## src/rtl/lfd_pkg.sv

```systemverilog
`default_nettype none

package lfd_pkg;

	// Frame buffer holds positions 1 to BUF_DEPTH of a frame.
	localparam int BUF_DEPTH = 14;

	// The back end only needs positions 3 to 14.
	localparam int PAYLOAD_FIRST = 3;
	localparam int PAYLOAD_BYTES = BUF_DEPTH - PAYLOAD_FIRST + 1;

	// Command queue between the front and back ends.
	localparam int QUEUE_DEPTH = 2;
	localparam int PTR_W       = $clog2(QUEUE_DEPTH);
	localparam int CNT_W       = $clog2(QUEUE_DEPTH + 1);

	// Identifier codes.
	localparam logic [7:0] SYS_VIDEO  = 8'd2;
	localparam logic [7:0] SYS_BUS    = 8'd1;
	localparam logic [7:0] CMD_TIMING = 8'd3;
	localparam logic [7:0] CMD_SERIAL = 8'd1;
	localparam logic [7:0] CMD_BUS    = 8'd1;

	// Shortest lengths that carry the bytes a message type needs.
	localparam logic [7:0] MIN_LEN_IDS    = 8'd3;
	localparam logic [7:0] MIN_LEN_TIMING = 8'd15;
	localparam logic [7:0] MIN_LEN_SHORT  = 8'd9;

	// Lengths at or below this end the frame on the length byte itself.
	localparam logic [7:0] MAX_EMPTY_LEN = 8'd1;

	typedef enum logic [1:0] {
		FT_NONE   = 2'd0,
		FT_TIMING = 2'd1,
		FT_SERIAL = 2'd2,
		FT_BUS    = 2'd3
	} frame_type_t;

	typedef logic [PAYLOAD_BYTES-1:0][7:0] payload_t;

	typedef struct packed {
		frame_type_t ftype;
		payload_t    data;
	} cmd_t;

endpackage

`default_nettype wire

```

## src/rtl/lfd_if.sv

```systemverilog
`default_nettype none

interface lfd_rx_if;
	logic       valid;
	logic       ready;
	logic [7:0] rx_byte;

	modport source (output valid, output rx_byte, input ready);
	modport sink (input valid, input rx_byte, output ready);
endinterface

interface lfd_res_if;
	logic        valid;
	logic        ready;
	logic [1:0]  frame_type;
	logic [15:0] width;
	logic [15:0] height;
	logic [15:0] vsync_len;
	logic [15:0] hsync_len;
	logic [15:0] blank_v;
	logic [15:0] blank_h;
	logic [7:0]  video_format;
	logic [7:0]  frame_format;
	logic [39:0] bus_settings;
	logic        timing_available;
	logic        serial_available;

	modport source (
		output valid, output frame_type, output width, output height,
		output vsync_len, output hsync_len, output blank_v, output blank_h,
		output video_format, output frame_format, output bus_settings,
		output timing_available, output serial_available,
		input ready
	);
	modport sink (
		input valid, input frame_type, input width, input height,
		input vsync_len, input hsync_len, input blank_v, input blank_h,
		input video_format, input frame_format, input bus_settings,
		input timing_available, input serial_available,
		output ready
	);
endinterface

`default_nettype wire

```

## src/rtl/lfd_front.sv

```systemverilog
`default_nettype none

module lfd_front
	import lfd_pkg::*;
(
	input  wire logic clk,
	input  wire logic arst_n,
	lfd_rx_if.sink    rx,
	output logic      push_valid,
	input  wire logic push_ready,
	output cmd_t      push_data
);

	logic [7:0]                pos_q;
	logic [7:0]                len_q;
	logic [BUF_DEPTH-1:0][7:0] buf_q;

	logic                      acc;
	logic [7:0]                pos_next;
	logic                      frame_end;
	logic [BUF_DEPTH-1:0][7:0] merged;
	frame_type_t               ftype;

	assign rx.ready = push_ready;
	assign acc      = rx.valid && push_ready;
	assign pos_next = pos_q + 8'd1;

	// A frame ends either on a length byte of zero or one, or on its last byte.
	assign frame_end = (pos_q == 8'd0) ? (rx.rx_byte <= MAX_EMPTY_LEN) : (pos_next >= len_q);

	// The buffer as it stands once the current item is written.
	always_comb begin
		for (int i = 0; i < BUF_DEPTH; i++) begin
			merged[i] = (pos_q == 8'(i + 1)) ? rx.rx_byte : buf_q[i];
		end
	end

	always_comb begin
		ftype = FT_NONE;
		if (pos_q != 8'd0 && len_q >= MIN_LEN_IDS) begin
			if (merged[0] == SYS_VIDEO && merged[1] == CMD_TIMING) begin
				if (len_q >= MIN_LEN_TIMING) begin
					ftype = FT_TIMING;
				end
			end else if (merged[0] == SYS_VIDEO && merged[1] == CMD_SERIAL) begin
				if (len_q >= MIN_LEN_SHORT) begin
					ftype = FT_SERIAL;
				end
			end else if (merged[0] == SYS_BUS && merged[1] == CMD_BUS) begin
				if (len_q >= MIN_LEN_SHORT) begin
					ftype = FT_BUS;
				end
			end
		end
	end

	always_comb begin
		push_valid      = acc && frame_end;
		push_data.ftype = ftype;
		for (int k = 0; k < PAYLOAD_BYTES; k++) begin
			push_data.data[k] = merged[k + PAYLOAD_FIRST - 1];
		end
	end

	always_ff @(posedge clk or negedge arst_n) begin
		if (!arst_n) begin
			pos_q <= 8'd0;
			len_q <= 8'd0;
		end else if (acc) begin
			if (pos_q == 8'd0) begin
				if (!frame_end) begin
					len_q <= rx.rx_byte;
					pos_q <= 8'd1;
				end
			end else if (frame_end) begin
				pos_q <= 8'd0;
			end else begin
				pos_q <= pos_next;
			end
		end
	end

	// Bytes past the buffer are counted but not kept.
	always_ff @(posedge clk) begin
		if (acc && pos_q != 8'd0) begin
			buf_q <= merged;
		end
	end

endmodule

`default_nettype wire

```

## src/rtl/lfd_queue.sv

```systemverilog
`default_nettype none

module lfd_queue
	import lfd_pkg::*;
(
	input  wire logic clk,
	input  wire logic arst_n,
	input  wire logic push_valid,
	output logic      push_ready,
	input  wire cmd_t push_data,
	output logic      pop_valid,
	input  wire logic pop_ready,
	output cmd_t      pop_data
);

	cmd_t             mem_q [QUEUE_DEPTH];
	logic [PTR_W-1:0] wr_ptr_q;
	logic [PTR_W-1:0] rd_ptr_q;
	logic [CNT_W-1:0] count_q;
	logic             push;
	logic             pop;

	assign push_ready = (count_q != CNT_W'(QUEUE_DEPTH));
	assign pop_valid  = (count_q != '0);
	assign pop_data   = mem_q[rd_ptr_q];
	assign push       = push_valid && push_ready;
	assign pop        = pop_valid && pop_ready;

	always_ff @(posedge clk or negedge arst_n) begin
		if (!arst_n) begin
			wr_ptr_q <= '0;
			rd_ptr_q <= '0;
			count_q  <= '0;
		end else begin
			if (push) begin
				wr_ptr_q <= (wr_ptr_q == PTR_W'(QUEUE_DEPTH - 1)) ? '0 : wr_ptr_q + 1'b1;
			end
			if (pop) begin
				rd_ptr_q <= (rd_ptr_q == PTR_W'(QUEUE_DEPTH - 1)) ? '0 : rd_ptr_q + 1'b1;
			end
			if (push && !pop) begin
				count_q <= count_q + 1'b1;
			end else if (pop && !push) begin
				count_q <= count_q - 1'b1;
			end
		end
	end

	always_ff @(posedge clk) begin
		if (push) begin
			mem_q[wr_ptr_q] <= push_data;
		end
	end

endmodule

`default_nettype wire

```

## src/rtl/lfd_back.sv

```systemverilog
`default_nettype none

module lfd_back
	import lfd_pkg::*;
(
	input  wire logic clk,
	input  wire logic arst_n,
	input  wire logic pop_valid,
	output logic      pop_ready,
	input  wire cmd_t pop_data,
	lfd_res_if.source result
);

	logic        valid_q;
	frame_type_t type_q;
	logic [15:0] width_q;
	logic [15:0] height_q;
	logic [15:0] vsync_q;
	logic [15:0] hsync_q;
	logic [15:0] blank_v_q;
	logic [15:0] blank_h_q;
	logic [7:0]  video_format_q;
	logic [7:0]  frame_format_q;
	logic [39:0] bus_q;
	logic        timing_avail_q;
	logic        serial_avail_q;
	logic        pop;
	payload_t    d;

	assign pop_ready = !valid_q || result.ready;
	assign pop       = pop_valid && pop_ready;
	assign d         = pop_data.data;

	// The stored record doubles as the output register, so it only moves when
	// the previous item has been taken.
	always_ff @(posedge clk or negedge arst_n) begin
		if (!arst_n) begin
			valid_q        <= 1'b0;
			type_q         <= FT_NONE;
			width_q        <= '0;
			height_q       <= '0;
			vsync_q        <= '0;
			hsync_q        <= '0;
			blank_v_q      <= '0;
			blank_h_q      <= '0;
			video_format_q <= '0;
			frame_format_q <= '0;
			bus_q          <= '0;
			timing_avail_q <= 1'b0;
			serial_avail_q <= 1'b0;
		end else if (pop) begin
			valid_q <= 1'b1;
			type_q  <= pop_data.ftype;
			unique case (pop_data.ftype)
				FT_TIMING: begin
					width_q        <= {d[0], d[1]};
					height_q       <= {d[2], d[3]};
					vsync_q        <= {d[4], d[5]};
					hsync_q        <= {d[6], d[7]};
					blank_v_q      <= {d[8], d[9]};
					blank_h_q      <= {d[10], d[11]};
					timing_avail_q <= 1'b1;
				end
				FT_SERIAL: begin
					video_format_q <= d[0];
					frame_format_q <= d[1];
					blank_h_q      <= {d[2], d[3]};
					blank_v_q      <= {d[4], d[5]};
					serial_avail_q <= 1'b1;
				end
				// Position 3 is skipped in a bus settings frame.
				FT_BUS: begin
					bus_q <= {d[1], d[2], d[3], d[4], d[5]};
				end
				FT_NONE: begin
				end
				default: begin
				end
			endcase
		end else if (result.ready) begin
			valid_q <= 1'b0;
		end
	end

	assign result.valid            = valid_q;
	assign result.frame_type       = type_q;
	assign result.width            = width_q;
	assign result.height           = height_q;
	assign result.vsync_len        = vsync_q;
	assign result.hsync_len        = hsync_q;
	assign result.blank_v          = blank_v_q;
	assign result.blank_h          = blank_h_q;
	assign result.video_format     = video_format_q;
	assign result.frame_format     = frame_format_q;
	assign result.bus_settings     = bus_q;
	assign result.timing_available = timing_avail_q;
	assign result.serial_available = serial_avail_q;

endmodule

`default_nettype wire

```

## src/rtl/length_prefixed_frame_decoder_unit.sv

```systemverilog
// Length-prefixed frame decoder.
// The rx channel takes one link byte per item. The first byte of a frame is
// its total length, counting the length byte itself; bytes at positions 1 to
// 14 are kept, later ones are only counted. Positions 1 and 2 select the
// message type, which updates the stored video timing, serial video or bus
// settings fields.
// The result channel gives one item per frame: the frame type and the whole
// stored record. A length byte of zero or one is a frame by itself.
// Throughput is one byte per cycle while the command queue has room, frames of
// any length back to back. The last byte of a frame is classified as it is
// accepted and queued; the result becomes valid once that command has left the
// queue and the back end has applied it to the record.
// When the result receiver stalls, the held result waits in the output
// register and the two-entry command queue absorbs up to two more frame ends;
// rx.ready drops only when that queue is full.
// Reset clears the byte counter, the queue and the stored record to zero.

`default_nettype none

module length_prefixed_frame_decoder_unit
	import lfd_pkg::*;
(
	input  wire logic clk,
	input  wire logic arst_n,
	lfd_rx_if.sink    rx,
	lfd_res_if.source result
);

	logic push_valid;
	logic push_ready;
	cmd_t push_data;
	logic pop_valid;
	logic pop_ready;
	cmd_t pop_data;

	lfd_front u_front (
		.clk        (clk),
		.arst_n     (arst_n),
		.rx         (rx),
		.push_valid (push_valid),
		.push_ready (push_ready),
		.push_data  (push_data)
	);

	lfd_queue u_queue (
		.clk        (clk),
		.arst_n     (arst_n),
		.push_valid (push_valid),
		.push_ready (push_ready),
		.push_data  (push_data),
		.pop_valid  (pop_valid),
		.pop_ready  (pop_ready),
		.pop_data   (pop_data)
	);

	lfd_back u_back (
		.clk       (clk),
		.arst_n    (arst_n),
		.pop_valid (pop_valid),
		.pop_ready (pop_ready),
		.pop_data  (pop_data),
		.result    (result)
	);

endmodule

`default_nettype wire

```

## src/flat_wrapper.sv

```systemverilog
// flat-port wrapper written by rule: the top's interface ports become plain ports
module length_prefixed_frame_decoder_unit_flat import lfd_pkg::*;
  (clk, arst_n, rx_valid, rx_rx_byte, rx_ready, result_valid, result_frame_type, result_width, result_height, result_vsync_len, result_hsync_len, result_blank_v, result_blank_h, result_video_format, result_frame_format, result_bus_settings, result_timing_available, result_serial_available, result_ready);
  lfd_rx_if rx_i ();
  lfd_res_if result_i ();
  input  wire logic clk;
  input  wire logic arst_n;
  input wire logic [$bits(rx_i.valid)-1:0] rx_valid;
  input wire logic [$bits(rx_i.rx_byte)-1:0] rx_rx_byte;
  output wire logic [$bits(rx_i.ready)-1:0] rx_ready;
  output wire logic [$bits(result_i.valid)-1:0] result_valid;
  output wire logic [$bits(result_i.frame_type)-1:0] result_frame_type;
  output wire logic [$bits(result_i.width)-1:0] result_width;
  output wire logic [$bits(result_i.height)-1:0] result_height;
  output wire logic [$bits(result_i.vsync_len)-1:0] result_vsync_len;
  output wire logic [$bits(result_i.hsync_len)-1:0] result_hsync_len;
  output wire logic [$bits(result_i.blank_v)-1:0] result_blank_v;
  output wire logic [$bits(result_i.blank_h)-1:0] result_blank_h;
  output wire logic [$bits(result_i.video_format)-1:0] result_video_format;
  output wire logic [$bits(result_i.frame_format)-1:0] result_frame_format;
  output wire logic [$bits(result_i.bus_settings)-1:0] result_bus_settings;
  output wire logic [$bits(result_i.timing_available)-1:0] result_timing_available;
  output wire logic [$bits(result_i.serial_available)-1:0] result_serial_available;
  input wire logic [$bits(result_i.ready)-1:0] result_ready;
  assign rx_i.valid = rx_valid;
  assign rx_i.rx_byte = rx_rx_byte;
  assign rx_ready = rx_i.ready;
  assign result_valid = result_i.valid;
  assign result_frame_type = result_i.frame_type;
  assign result_width = result_i.width;
  assign result_height = result_i.height;
  assign result_vsync_len = result_i.vsync_len;
  assign result_hsync_len = result_i.hsync_len;
  assign result_blank_v = result_i.blank_v;
  assign result_blank_h = result_i.blank_h;
  assign result_video_format = result_i.video_format;
  assign result_frame_format = result_i.frame_format;
  assign result_bus_settings = result_i.bus_settings;
  assign result_timing_available = result_i.timing_available;
  assign result_serial_available = result_i.serial_available;
  assign result_i.ready = result_ready;
  length_prefixed_frame_decoder_unit u_core (.clk(clk), .arst_n(arst_n), .rx(rx_i), .result(result_i));
endmodule
```

## config.mk

```make
export PLATFORM = sky130hd
export DESIGN_NAME = length_prefixed_frame_decoder_unit_flat
export DESIGN_NICKNAME = d
export VERILOG_FILES = /design/src/rtl/lfd_pkg.sv /design/src/rtl/lfd_if.sv /design/src/rtl/lfd_front.sv /design/src/rtl/lfd_queue.sv /design/src/rtl/lfd_back.sv /design/src/rtl/length_prefixed_frame_decoder_unit.sv /design/src/flat_wrapper.sv
export SDC_FILE = /design/constraint.sdc
export NUM_CORES = 1
export LEC_CHECK = 0
export BUFFER_PORTS_ARGS = -buffer_cell sky130_fd_sc_hd__buf_2
export CAP_MARGIN = 5
export CORE_MARGIN = 2
export CORE_UTILIZATION = 53
export DETAILED_ROUTE_END_ITERATION = 6
export PLACE_DENSITY = 0.77
export SYNTH_ARGS = -nofsm -noshare
export SYNTH_HDL_FRONTEND = slang
export SYNTH_SLANG_ARGS = --single-unit
export TNS_END_PERCENT = 20
```

## constraint.sdc

```tcl
create_clock -name clk -period 10.66 [get_ports clk]
set_input_delay 2.665 -clock clk [delete_from_list [all_inputs] [get_ports clk]]
set_output_delay 2.665 -clock clk [all_outputs]
set_load 0.02 [all_outputs]
```

* Word level (Yosys, flattened, before mapping) *
Memories as Yosys holds them, arrays and structs flattened.
Index checks and enable logic that the tools add are counted.

cells by class
  bitwise logic cells = 1
  add/sub/neg operators = 5
  multiplexer cells = 35
  equal/unequal tests = 23
  reduce and logical (&&, ||, !) cells = 27
  magnitude comparators = 5

operator list
  operator             number
  $mux 8               17
  $pmux 16 s2          2
  $eq 8x4->1 const B   7
  $eq 8x2->1 const B   4
  $eq 8x3->1 const B   4
  $eq 8x1->1 const B   3
  $ge 8x4->1 const B   2
  $mux 2               8
  $logic_and 1x1->1    11
  $reduce_and 2->1     5
  $add 8x1->8 const B  1
  $ge 8x2->1 const B   1
  $ge 8x8->1           1
  $le 8x1->1 const B   1
  $logic_not 8->1      1
  $mux 1               8
  $reduce_bool 2->1    4
  $reduce_bool 8->1    1
  $eq 2x2->1 const B   2
  $ne 2x2->1 const B   2
  $logic_not 1->1      3
  $reduce_and 3->1     1
  $add 1x1->1 const B  2
  $add 2x1->2 const B  1
  other kinds (4)      4

storage, ports and cells
  bits in writable memories = 196
  bits in registers = 289
  memories kept = 1
  output and inout bits = 158
  input port bits = 12
  logic and storage cells = 129

memories
  name                  words  bits a word  read ports  clocked after memory_dff  write ports  line             source
  u_core.u_queue.mem_q  2      98           1           0                         1            lfd_queue.sv:16  cmd_t mem_q [QUEUE_DEPTH];

* Logic depth before layout (Yosys ltp) *
Gate-level depths: netlist of run 1.

  depth after elaboration = 9
  gate-level depth with buffers = 14
  gate-level depth less buffers = 12

* Cells and area by module *
A second synthesis of run 1 with hierarchy kept.

unflattened totals
  cells, all modules = 1,179
  area, all modules = 20,858.8 um2

by module, submodules not included
  module     cells each  times used  area each (um2)  sequential area each (um2)
  lfd_queue  323         1           7,294.5          5,985.7
  lfd_back   379         1           6,875.3          3,928.8
  lfd_front  477         1           6,688.9          3,763.6

* Worst setup path after synthesis of run 1 *
OpenSTA, ideal clock, no wires.

  path type = input port to flip-flop
  start = in rx_rx_byte[2]
  end = mem u_core.u_queue.mem_q[1][0] (netlist name), enable pin
  buffers on the path = 0
  slack = -0.698 ns
  setup time = 0.700 ns
  stages on the path = 4
  arrival = 10.658 ns
  data required time = 9.960 ns
  path through = nor4_1 nand3b_1 a21o_1 a211oi_1

on the way
  cells in the longest elaborated chain, start to end = 6

ends and longest elaborated chain
  element                       line               source
  start: declaration            flat_wrapper.sv:9  input wire logic [$bits(rx_i.rx_byte)-1:0] rx_rx_byte;
  $le 8x1->1                    lfd_front.sv:29    assign frame_end = (pos_q == 8'd0) ? (rx.rx_byte <= MAX_EMPTY_LEN) : (pos_next >= len_q);
  $mux 1                        lfd_front.sv:29
  $logic_and 1x1->1             lfd_front.sv:58    push_valid = acc && frame_end;
  $logic_and 1x1->1             lfd_queue.sv:26    assign push = push_valid && push_ready;
  $mux 1                        lfd_queue.sv:50    if (push) begin
  $mux 1 (implied by the code)  lfd_queue.sv:51    mem_q[wr_ptr_q] <= push_data;
  end: declaration              lfd_queue.sv:16

No other way between the ends.

* Worst setup path after layout of run 1 *
  start = in rx_rx_byte[4]
  end = mem u_core.u_queue.mem_q[0][97] (netlist name), enable pin

Same word-level chain as after synthesis.

==> results of run 1 <==
==> final timing paths <==
kind | end | from | cells after the start
min in group asynchronous | u_core.u_back.result.vsync_len[9]$_DFFE_PN0P_ | arst_n | 1
max in group asynchronous | u_core.u_back.result.bus_settings[24]$_DFFE_PN0P_ | arst_n | 2
worst min register to register | u_core.u_back.result.bus_settings[29]$_DFFE_PN0P_ | u_core.u_back.result.bus_settings[29]$_DFFE_PN0P_ | 2
worst max register to register | u_core.u_queue.mem_q[0][97]$_DFFE_PP_ | u_core.u_front.pos_q[2]$_DFFE_PN0P_ | 10
worst max-delay path | u_core.u_queue.mem_q[0][97]$_DFFE_PP_ | rx_rx_byte[4] | 7
worst min-delay path | u_core.u_back.result.bus_settings[29]$_DFFE_PN0P_ | u_core.u_back.result.bus_settings[29]$_DFFE_PN0P_ | 2
==> area by class of cell <==
type,count,area [sq um],area share
Clock buffer,66,1330,0.0602
Clock inverter,26,318,0.0144
Inverter,13,48.8,0.00221
Multi-Input combinational cell,651,5230,0.237
Sequential cell,485,13700,0.619
Tap cell,461,577,0.0261
Timing Repair Buffer,179,930,0.0420
==> logic make-up after synthesis <==
group	Yosys count
flip-flops	485
multiplexers	242
AND/OR/NAND/NOR	219
AO/OA/AOI/OAI	163
buffers and inverters	76
adder cells (fa/ha/maj)	16
XOR/XNOR	11
==> power breakdown <==
part,total (mW),leakage [nW],internal (mW),switching [mW]
logic,2.25,2.96,0.847,1.40
registers,3.13,5.00,2.81,0.325
clock network,1.74,0.786,1.03,0.711
==> cells in the mapped netlist, drive strengths merged (3+ instances only) <==
| cell | instances | share of area |
|---|---|---|
| edfxtp | 308 | 0.48 |
| dfrtp | 177 | 0.23 |
| nand2 | 155 | 0.030 |
| mux2 | 144 | 0.085 |
| o21ai | 124 | 0.032 |
| mux2i | 66 | 0.034 |
| clkbuf | 48 | 0.0094 |
| mux4 | 32 | 0.038 |
| nand3 | 18 | 0.0050 |
| ha | 16 | 0.010 |
| buf | 15 | 0.0035 |
| inv | 13 | 0.0025 |
| nor2 | 12 | 0.0025 |
| a21oi | 9 | 0.0024 |
| nand2b | 8 | 0.0026 |
| a32o | 6 | 0.0031 |
| xnor2 | 6 | 0.0027 |
| a211oi | 5 | 0.0020 |
| nor3 | 5 | 0.0013 |
| xor2 | 5 | 0.0023 |
| and3 | 4 | 0.0013 |
| nor4 | 4 | 0.0021 |
| a21o | 3 | 0.0012 |
| nand4 | 3 | 0.00098 |
| o211ai | 3 | 0.0012 |
==> per-stage QoR <==
stage / hold slack, ns / area [sq um] / total power, mW / worst slack (ns) / TNS (ns)
after floorplan: 0.486 / 19200 / 4.70 / -0.698 / -136.77
after global placement: 0.444 / 20500 / 5.32 / 4.85 / 0
after detailed placement: 0.448 / 20500 / 5.43 / 4.78 / 0
after CTS: 0.472 / 22100 / 7.19 / 5.37 / 0
after global routing: 0.497 / 22100 / 7.51 / 5.15 / 0
final: 0.471 / 22100 / 7.12 / 5.37 / 0
==> registers in the layout, indices dropped and copies added (netlist names), 2 cells and up <==
register	count
u_core.u_back.result.blank_v	16
u_core.u_back.result.hsync_len	16
u_core.u_back.result.vsync_len	16
u_core.u_back.result.video_format	8
u_core.u_front.pos_q	8
u_core.u_back.result.blank_h	16
u_core.u_front.buf_q	112
u_core.u_back.result.height	16
u_core.u_front.len_q	8
u_core.u_back.result.bus_settings	40
u_core.u_queue.count_q	2
u_core.u_back.result.frame_type	2
u_core.u_queue.mem_q	196
u_core.u_back.result.width	16
u_core.u_back.result.frame_format	8
==> routing by layer <==
metal | up-vias | wire length (um)
li1 | 4862 | -
met1 | 5458 | 17300
met2 | 301 | 19400
met3 | 59 | 1800
met4 | 0 | 936
met5 | - | 0
==> worst min-delay path: stages, from the launching register on <==
cell	delay, ns
dfrtp_1	0.34
nand2_1	0.04
o21ai_0	0.06
==> results by stage, run 1 <==
Status:
- The run finished with clean final reports.

Detailed routing:
- For this block, the routed nets add up to 39.5 mm of wire.
- Using the TritonRoute via totals, the vias-per-cell ratio works out to 5.68.
- Once detail routing completed, the nets flagged for antenna violations numbered 0.
- For this block, the initial DRC count from the detailed router was 903.
- The detailed-route via count is 10680.
- The first-pass detailed-route iteration total is 5.
- The detailed-route wire length per cell is 21.0 um.
- After detailed routing, the number of remaining DRC violations is 0.

CTS:
- Clock-pin slew was measured on the worst setup and hold paths at 0.06 ns.
- In this run, post-CTS repair resized a total of 0 instances.
- The tree is rooted in a clkbuf_16.
- TritonCTS built the clock tree.
- The clock drives 485 sinks.
- The H-tree was split into 2 levels.
- The number of hold buffers added after cts is 0.
- In this run, CTS created clock tree buffers numbering 49.
- The longest clock path from root to sink contains 3 buffers.
- After clock tree synthesis, the setup repair step added 0 buffers.
- At the later pin of the worst-skew pair, clock insertion delay measures 0.58 ns.

Logic synthesis:
- The cell count after synthesis came out at 1212.
- For this run, the number of Yosys warnings is 0.
- Of the total synthesized cell area, the portion taken by AND, OR, NAND and NOR gates is 0.0500.
- The prevailing post-synth register cell is edfxtp_1.
- The number of enable-type register cells in the synthesized netlist is 308.
- Counting every net in the synthesized netlist gives about 1200.
- The post-synthesis share of cell area spent on xor and xnor gates is 0.00503.
- Of all flip-flops after synthesis, the portion carrying an async set or reset was 0.365.
- Of the total synthesized cell area, the portion taken by full adders, half adders and majority gates is 0.0105.
- The combined area of all synthesized cells is 0.0192 sq mm.
- Dividing the synthesized area by the synthesized cell count gives approximately 16 sq um.
- The main combinational cell family by area after synthesis is multiplexers.
- The fraction of the mapped netlist area in compound gates was 0.0481.
- Of the post-synthesis cell area, the part taken by muxes is 0.157.
- The share of the yosys chip area belonging to registers is 0.714.
- The register bit total from synthesis is 485.
- The number of distinct library cells after synthesis is 46.

Timing:
- The final hold violation count is 0.
- The maximum clock skew at final layout is approximately 0.027 ns.
- The ratio of final minimum period to clock period is 0.496.
- The post-route minimum period is 5.29 ns.
- The final setup violation count is 0.
- At the pin with the least slew margin, the transition time is 1.20 ns.
- The highest clock frequency the design can meet is 189 MHz.
- The number of pins with negative max-slew slack in the final report is 0.
- Setup repair after global routing left no endpoint under its margin.
- The normalized max-slew margin is 0.199.

Finish:
- The layout overhead on the synthesized area is 15.5%.
- For this run, the post-layout net count is 1407.
- The library cells used most frequently in the layout, excluding fill and tap cells, are edfxtp_1, dfrtp_1, buf_2.
- The core occupancy in the finished layout is 0.622.
- After the flow finishes, the layout carries non-filler instances totaling 1881.
- The antenna cell count is 0.
- The number of filler instances in the final layout is 2597.
- The most common cell after layout, fill and taps aside is edfxtp_1.
- Of the cells placed in the final design, the portion with a size suffix greater than 1 is 0.308.

Die:
- The total area inside the core boundary comes to 0.0356 sq mm.
- The row count is 69.
- The die is 194 um wide.
- Pin placement for this block handled 170 I/O pins.
- The starting density of the core is 0.538.
- In this run the vertical extent of the chip is 194 um.
- The area enclosed by the die boundary is 0.0377 sq mm.

Run:
- The max-cap violation count is 0.

Setup path:
- The cell with the largest stage delay on the worst path is buf_4.
- The start-to-end type of the worst setup path is input pin to flip-flop.
- The register-to-register setup slack is between 6 and 7 ns.
- The family with the most delay on the worst path is buffers and inverters.
- The maximum fanout count along the critical path is 72.
- The launching element type of the critical path is an input pin.
- The signal on the critical path passes through buf_2 > nor4_1 > nand3b_1 > a21o_1 > a211oi_4 > buf_4 > buf_4.
- By instance count, the cell type seen most on the critical path is buf_4.
- On the worst path, the slowest cell contributes a delay of 0.82 ns.
- The total buffers and inverters traversed by the critical path is 3.
- The data arrival at the endpoint of the critical path is 5.48 ns.
- The kind of end point of the critical path is a flip-flop.
- The data required time of the worst path is 10.85 ns.

GRT:
- The wire length of the first global-routing pass is 62.0 mm.
- The fraction of met2 tracks used by global routing is 0.348.
- The residual overflow from global routing is 0.
- The initial antenna violation count is 0.
- In this run the most used layer during global routing was met2.
- The global-route track usage on met1 is 0.290.
- For this run, global-route usage on met3 was measured as 0.0360.
- The via count of the first global-routing pass is 10836.
- The largest net degree at the start of global routing is 130.
- For this run, the total global-route usage over all layers was measured as 0.211.

Power and ir drop:
- The worst voltage drop across the vdd grid is 0.198 mV.
- Dividing total power by cell area gives a power density of 322 mW/mm^2.
- For this design the static power due to leakage is 8.75 nW.

Hold path:
- The worst hold path class is flip-flop to flip-flop.

Place:
- After detailed placement, the design holds a cell count of 1789.
- The routability congestion estimate is around 0.82.
- Detailed placement finished with a half-perimeter wire length of 24.1 mm.
- The count of buffers inserted at the top-level ports is 169.
Note: power is estimated with default switching activity, not from simulation.
==> run 2, diff against run 1 <==
CORE_UTILIZATION = 59   (was 53)
PLACE_DENSITY = 0.81   (was 0.77)
clock period = 4.9 ns   (was 10.66 ns; I/O delays follow)
==> run 2 against run 1 <==
Critical path depth up 2; final cell count is 1.3% lower; count of clock-buffer cells in the layout fell by 3; clock skew fell by 0.013 ns; worst setup slack worse by 4.3 ns; flip-flop and latch count did not move; die area is 10% lower; worst hold slack worse by 0.013 ns; first-iteration DRC count shrank 20%; cell area shrank 0.27%; non-clock buffer count up 5; highest routed layer unchanged.
==> results by stage, run 2 (synthesis gave the netlist of run 1 again) <==
Finish:
- Summing all flip-flop and latch instances after layout gives 0.0137 sq mm.
- The flip-flop count of the largest register after layout is 196.
- The layout has 2039 filler cells.
- The top cell types in the final layout, fill and taps aside, are edfxtp_1, dfrtp_1, buf_2.
- The fraction of layout instances using a drive strength above 1 is 0.317.
- The antenna cell count is 0.
- Ranked by flip-flop count, first place goes to u_core.u_queue.mem_q.
- After the last flow step, the layout net total stands at ~1400.
- After routing the design area is roughly 0.022 sq mm.
- Summing all multi-input logic gate instances after layout gives 0.00524 sq mm.
- The layout overhead on the synthesized area is 15.2%.
- Leaving out fill and tap cells, the most frequent cell in the layout is edfxtp_1.

Timing:
- The normalized max-slew margin is 0.259.
- In the finished design, the share of the clock period the worst path needs comes to 0.773.
- Setup repair after global routing left no endpoint under its margin.
- The slew at the pin closest to its max-slew limit is 1.11 ns.
- The highest clock frequency the design can meet is roughly 260 MHz.
- The final hold violation count came to 0.
- On the final layout, the worst hold slack is 0.459 ns.
- The clock period could shrink to 3.79 ns.
- The maximum clock skew at final layout is 0.0132 ns.
- The number of pins with negative max-slew slack in the final report is 0.
- Setup violations remaining at the end of the flow were counted as 0.
- The final setup slack of the worst path is approximately 1.1 ns.

Setup path:
- STA classifies the critical path startpoint as a flip-flop.
- The start-to-end type of the worst setup path is flip-flop to flip-flop.
- The slowest stage of the critical path belongs to the cell a21oi_1.
- The family with the most delay on the worst path is compound AO/OA/AOI/OAI gates.
- The signal on the critical path passes through ha_1 > nand4_1 > xnor2_1 > ha_1 > a21o_1 > a21o_1 > a21oi_1 > a211oi_4 > buf_4.
- Counting buffers and inverters, the worst setup path is 9 cells deep.
- The total buffers and inverters traversed by the critical path is 1.
- At the worst endpoint, the arrival time is around 4.0 ns.
- The number of cells on the worst reg-to-reg path is 9.
- The maximum fanout count along the critical path is 62.
- For this run, the slowest stage of the critical path takes 0.82 ns.
- The data required time of the worst path is 5.07 ns.
- STA classifies the critical path endpoint as a flip-flop.

Power and ir drop:
- Dividing total power by cell area gives a power density of approximately 700 mW/mm^2.
- For this design the static power due to leakage is 8.76 nW.
- The completed layout was analyzed and its total power is 15.2 mW.
- IR analysis of the VDD net gives a maximum drop of 0.333 mV.
- The share of total power dissipated in the clock network is 0.233.
- Of the total power, the share spent switching nets is 0.342.
- Summed over all nets, the switching power comes to 5.22 mW.
- The combinational power share is 0.325.
- The total internal power is 10.0 mW.
- The part of the power in registers is 0.442.

Place:
- The count of buffers inserted at the top-level ports is 169.
- After detailed placement, the total cell area comes to 0.0205 sq mm.
- Detailed placement finished with a half-perimeter wire length of 23.6 mm.
- The routability congestion estimate is about 0.82.
- The worst slack at placement is 1.18 ns.

Die:
- During I/O placement, the number of pins put on the boundary was 170.
- The area enclosed by the die boundary is around 0.034 sq mm.
- The core region is 0.0318 sq mm.
- The die extent in x is approximately 180 um.
- The die outline height is 184 um.
- The initialized floorplan defines 65 standard-cell rows.
- For this configuration, the core starts out at a cell density of 0.602.

Hold path:
- The worst hold path class is flip-flop to flip-flop.
- The number of instances on the worst hold path is 1.

CTS:
- In this run, CTS created clock tree buffers numbering 48.
- The maximum buffer depth of the clock tree is 3.
- The number of hold buffers added after cts is 0.
- The clock slew at the register clock pins of the worst setup and hold paths is ~0.06 ns.
- The CTS sink count is 485.
- The clock tree root driver cell is clkbuf_16.
- TritonCTS built the clock tree.
- The setup fix buffers added after clock tree synthesis is 0.
- The number of gates resized after cts is 0.
- The number of H-tree levels is 2.
- The later pin in the worst-skew pair is clocked with a latency of 0.55 ns.

Detailed routing:
- The detailed-route wire length per cell is 20.4 um.
- Across all layers, the routed design uses about 11000 vias.
- For this run, design rule violations remaining after detail routing come to 0.
- The detailed-route wire length is 37.9 mm.
- The first-pass detailed-route iteration total is 7.
- The per-cell via count in the routed design is 5.78.
- The initial detailed-routing violation count is 718.
- In this run the remaining antenna-violating nets after routing total 0.

GRT:
- The largest net degree at the start of global routing is between 100 and 150.
- The via count of the first global-routing pass is 10723.
- The first global-routing pass estimated 59.9 mm of wire.
- After global routing the overflow that remains totals 0.
- In the global route stage, overall resource usage came out at 0.230.
- The initial antenna violation count is 0.

Status:
- The run finished with clean final reports.

Run:
- The max-cap violation count is 0.
==> run 2: metrics by stage <==
step / util / cells / TNS [ns]
detailed placement: 0.645 / 1768 / 0
CTS: 0.694 / 1856 / 0
global route: 0.694 / 1856 / 0
global placement: 0.645 / 1768 / 0
floorplan: - / 1212 / -154.56
finish: 0.694 / 1856 / 0
==> run 2: path summary, 6_finish.rpt <==
check	start	slack, ns	end
max in group asynchronous	arst_n	3.08	u_core.u_back.result.bus_settings[36]$_DFFE_PN0P_
worst min-delay path	u_core.u_back.result.serial_available$_DFFE_PN0P_	0.46	u_core.u_back.result.serial_available$_DFFE_PN0P_
worst max register to register	u_core.u_front.pos_q[0]$_DFFE_PN0P_	1.11	u_core.u_queue.mem_q[1][17]$_DFFE_PP_
min in group asynchronous	arst_n	0.78	u_core.u_back.result.bus_settings[12]$_DFFE_PN0P_
worst max-delay path	u_core.u_front.pos_q[0]$_DFFE_PN0P_	1.11	u_core.u_queue.mem_q[1][17]$_DFFE_PP_
worst min register to register	u_core.u_back.result.serial_available$_DFFE_PN0P_	0.46	u_core.u_back.result.serial_available$_DFFE_PN0P_
==> run 2: final cells by class <==
type                            count  area share
Inverter                           13     0.00221
Timing Repair Buffer              184      0.0455
Clock inverter                     25     0.00822
Clock buffer                       63      0.0617
Multi-Input combinational cell    651       0.237
Sequential cell                   485       0.620
Tap cell                          435      0.0247
==> run 2: power groups by stage <==
stage	Sequential [mW]	Clock, mW	Combinational [mW]
3_3_place_gp	6.75	0	4.81
4_1_cts	6.75	3.60	5.00
6_report	6.74	3.55	4.96
2_1_floorplan	7.42	0	2.74
3_5_place_dp	6.82	0	4.98
5_1_grt	6.89	3.76	5.41
==> run 2: worst reg2reg max path, delay by kind of cell (launching register included) <==
family	cells	cell delay, ns
AOI/OAI and AO/OA	4	1.36
xor gates and xnor gates	1	0.25
adders and majority gates	2	0.71
buffers and inverters	1	0.38
DFF	1	0.46
and+or+nand+nor	1	0.16
==> run 2: layer usage <==
metal | routed length [um] | up-vias | track usage
met5 | 0 | - | 0
met4 | 811 | 0 | 0.0608
met3 | 2180 | 66 | 0.0373
met2 | 18400 | 361 | 0.378
met1 | 16500 | 5424 | 0.324
li1 | - | 4869 | -
==> run 3, diff against run 2 <==
ABC_AREA = 1   (was unset)
CORE_UTILIZATION = 54   (was 59)
PLACE_DENSITY = 0.78   (was 0.81)
clock period = 3.29 ns   (was 4.9 ns; I/O delays follow)
==> run 3 against run 2 <==
Die area up 11%; register-to-register slack worse by 0.91 ns; total power grew 64%; synthesized cell count is 24% higher; worst setup slack worse by 0.91 ns; via count grew 10%; sequential power is 51% higher; count of clock-buffer cells in the layout down 4; final cell count rose by 18%; clock power up 61%; combinational power rose by 83%; critical path depth up 7; critical endpoint is now u_core.u_queue.count_q[1]$_DFFE_PN0P_.
==> results by stage, run 3 <==
Status:
- The flow ran to the end, and the final reports show no timing, DRC or antenna violations.

Logic synthesis:
- The number of distinct library cells after synthesis is 43.
- For this run, the register share of the synthesized area comes to 0.702.
- Counting flops with an async set or reset pin after synthesis yields a share of 0.365.
- The number of enable-type register cells in the synthesized netlist is 308.
- In the synthesized netlist the dominant register cell turns out to be edfxtp_1.
- The combined area of all synthesized cells is 0.0195 sq mm.
- The share of synthesized area in the top cell type comes to 0.475.
- In the synthesized netlist, the number of instances is approximately 1500.
- The synthesized design contains 485 register bits.
- After synthesis, the cell types taking the most area are edfxtp_1, dfrtp_1, nand2_1.
- The most frequently used cell type in the post-synthesis netlist is nand2_1.
- Each instance of the synthesized netlist takes up on average 13.0 sq um.
- Sorting the synthesized cells by how often they occur yields nand2_1, edfxtp_1, dfrtp_1.
- The number of warning messages in the yosys log is 0.
- The total nets after synthesis is 1531.
- edfxtp_1 takes more of the synthesized area than any other cell.

GRT:
- The most used routing layer is met2.
- The wire length of the first global-routing pass is 64.7 mm.
- The global-route total usage across every layer is 0.218.
- The initial antenna violation count is 1.
- The global-route track usage on met1 is 0.298.
- In the global route stage, met2 resource usage came out at 0.360.
- The residual overflow from global routing is 0.
- Entering global routing, the biggest net connects 81 pins.
- The via count of the first global-routing pass came to 11813.
- The met3 track demand over resource in global routing is 0.0329.

Setup path:
- The critical path goes through inv_2 > nor3_4 > nand3_2 > nor3_2 > xor2_1 > ha_1 > a21oi_1 > o21ai_0 > o21ai_1 > nand2_2 > nand2_2 > inv_1 > ha_1 > a21oi_1 > o21ai_1 > xor2_1.
- In this design, the largest share of critical-path delay is due to simple AND/OR/NAND/NOR gates.
- In this design, the stage delay of the slowest critical-path cell is 0.42 ns.
- The worst setup path is launched from a flip-flop.
- The data arrival at the endpoint of the critical path is 3.55 ns.
- The total buffers and inverters traversed by the critical path is 2.
- In this run the worst path has a maximum fanout of 5.
- The register-to-register setup slack is 0.20 ns.
- The critical path in this run is classified as flip-flop to flip-flop.
- The data required time of the worst path is 3.74 ns.
- The worst setup path is captured at a flip-flop.
- The largest individual stage delay along the critical path comes from the cell dfrtp_2.

Die:
- The die is 194 um wide.
- Measured along the y axis, the die boundary spans approximately 190 um.
- The initial utilization of the core area, before any placement, comes to 0.548.
- The number of ports placed on the die boundary is 170.
- In this run the standard cell core region covers between 0.03 and 0.04 sq mm.
- The initialized floorplan defines 69 standard-cell rows.
- The area enclosed by the die boundary is 0.0376 sq mm.

Timing:
- Setup repair after global routing could not meet its margin everywhere.
- The maximum clock skew at final layout is 0.0134 ns.
- The number of pins with negative max-slew slack in the final report came to 0.
- The post-route minimum period is 3.09 ns.
- The slew at the pin closest to its max-slew limit is 0.940 ns.
- Setup violations remaining at the end of the flow were counted as 0.
- The ratio of final minimum period to clock period is 0.940.
- The highest clock frequency the design can meet is around 320 MHz.
- The final hold violation count is 0.
- Measured against its own limit, the worst slew margin works out to 0.370.

Detailed routing:
- The detailed-route wire length is around 40 mm.
- In the final routed layout, each cell accounts on average for 18.8 um.
- Once detail routing completed, the nets flagged for antenna violations numbered 0.
- The first-pass detailed-route iteration total is 5.
- The initial detailed-routing violation count is slightly above 900.
- The remaining routing DRC violations is 0.
- The per-cell via count in the routed design is about 5.4.
- The detailed-route via count is roughly 12000.

Finish:
- The finished layout holds 2192 standard cells, fillers aside.
- The fraction of layout instances using a drive strength above 1 is 0.251.
- The area taken by flip-flops and latches is 0.0137 sq mm.
- Fill cells in the final layout number 2631.
- The number of nets at the end of the flow is 1718.
- The most common cell after layout, fill and taps aside is nand2_1.
- The area growth from synthesis to layout is 16.5%.
- The register with the most flip-flops in the layout has ~200 of them.
- In the layout the commonest cells are nand2_1, edfxtp_1, dfrtp_1.
- The area of combinational cells with multiple inputs is 0.00524 sq mm.
- The register with the most flip-flops in the final layout is u_core.u_queue.mem_q.

CTS:
- TritonCTS built the clock tree.
- Buffers inserted during clock tree synthesis total 49.
- The number of hold buffers added after cts is 0.
- The maximum buffer depth of the clock tree is 3.
- The clock tree root driver cell is clkbuf_16.
- The clock slew at the register clock pins of the worst setup and hold paths is 0.06 ns.
- The clock insertion delay at the later pin of the skew report is 0.58 ns.
- Counting every sink on the clock net gives 485.
- The H-tree generated during clock tree synthesis spans 2 levels.

Place:
- Including well taps, the total number of placed cells is 2096.
- The count of buffers inserted at the top-level ports is around 170.
- The post-DP HPWL is roughly 25 mm.
- Routability-driven placement finished with a final weighted congestion of 0.828.

Hold path:
- The worst hold path class is input pin to asynchronous set/reset pin.

Power and ir drop:
- Summed over all cells, the static leakage comes to approximately 9.4 nW.
- VDD sags by at most 0.710 mV.
- Power spread over the standard cell area amounts to 1100 mW/mm^2.
- The total chip power is 25.0 mW.

Run:
- The max-cap violation count is 0.
[run 3: cell count changes after synthesis, moves of 22 or more]
cell | before | now
a21oi_1 | 9 | 102
buf_2 | 9 | 31
clkbuf_1 | 48 | 26
inv_1 | 13 | 62
mux2_2 | 144 | 90
mux2i_1 | 66 | 32
mux4_2 | 32 | 0
nand2_1 | 155 | 341
nor2_1 | 11 | 115
o21ai_0 | 124 | 75
[run 3: final timing paths]
path | startpoint | cells past startpoint | to
min in group clk | result_ready | 2 | u_core.u_back.result.valid$_DFFE_PN0P_
max in group asynchronous | arst_n | 2 | u_core.u_front.pos_q[0]$_DFFE_PN0P_
setup / recovery | u_core.u_front.pos_q[0]$_DFFE_PN0P_ | 16 | u_core.u_queue.count_q[1]$_DFFE_PN0P_
hold / removal | arst_n | 1 | u_core.u_back.result.bus_settings[26]$_DFFE_PN0P_
setup reg to reg | u_core.u_front.pos_q[0]$_DFFE_PN0P_ | 16 | u_core.u_queue.count_q[1]$_DFFE_PN0P_
hold reg to reg | u_core.u_back.result.serial_available$_DFFE_PN0P_ | 1 | u_core.u_back.result.serial_available$_DFFE_PN0P_
[run 3: where the power goes]
group | switching [mW] | total, mW | internal (mW)
combinational | 5.90 | 9.07 | 3.17
sequential | 0.851 | 10.2 | 9.39
clock | 2.33 | 5.73 | 3.40
total | 9.08 | 25.0 | 16.0
[run 3: cell families after synthesis]
group                      share of synthesized area
xor gates and xnor gates                     0.00405
adders and majority gates                     0.0103
DFF                                            0.702
and+or+nand+nor                                0.111
muxes                                         0.0878
AOI/OAI and AO/OA                             0.0534
buffers and inverters                         0.0312
[run 3: timing repair]
| item | 4_1_cts | 5_1_grt |
|---|---|---|
| cloned | 0 | 1 |
| pin swaps | 1 | 2 |
| setup endpoints to repair | 1 | 95 |
| resized for setup | 0 | 5 |
| setup buffers | 1 | 2 |
[run 3: final cells by class]
| class | count | share of cell area |
|---|---|---|
| multi-input combinational | 882 | 0.231 |
| inverter | 69 | 0.0120 |
| clock inverter | 32 | 0.0171 |
| clock buffer | 59 | 0.0561 |
| sequential | 485 | 0.603 |
| antenna | 1 | 0.000110 |
| tap | 461 | 0.0254 |
| timing repair buffer | 203 | 0.0556 |
[run 3: through the flow]
| step | setup slack (ns) | util | hold slack, ns | setup TNS [ns] | instance area, sq um |
|---|---|---|---|---|---|
| after floorplan | -0.964 | - | 0.442 | -140.92 | 19500 |
| after global placement | 0.138 | 0.589 | 0.449 | 0 | 21000 |
| after detailed placement | 0.0770 | 0.589 | 0.456 | 0 | 21000 |
| after CTS | 0.116 | 0.636 | 0.164 | 0 | 22600 |
| after global routing | -0.0109 | 0.638 | 0.200 | -0.0109 | 22700 |
| final | 0.198 | 0.638 | 0.178 | 0 | 22700 |
[run 3: metal layers]
layer / wire length [um] / vias up
li1: - / 5558
met1: 18000 / 5861
met2: 20300 / 311
met3: 1990 / 68
met4: 909 / 0
met5: 0 / -
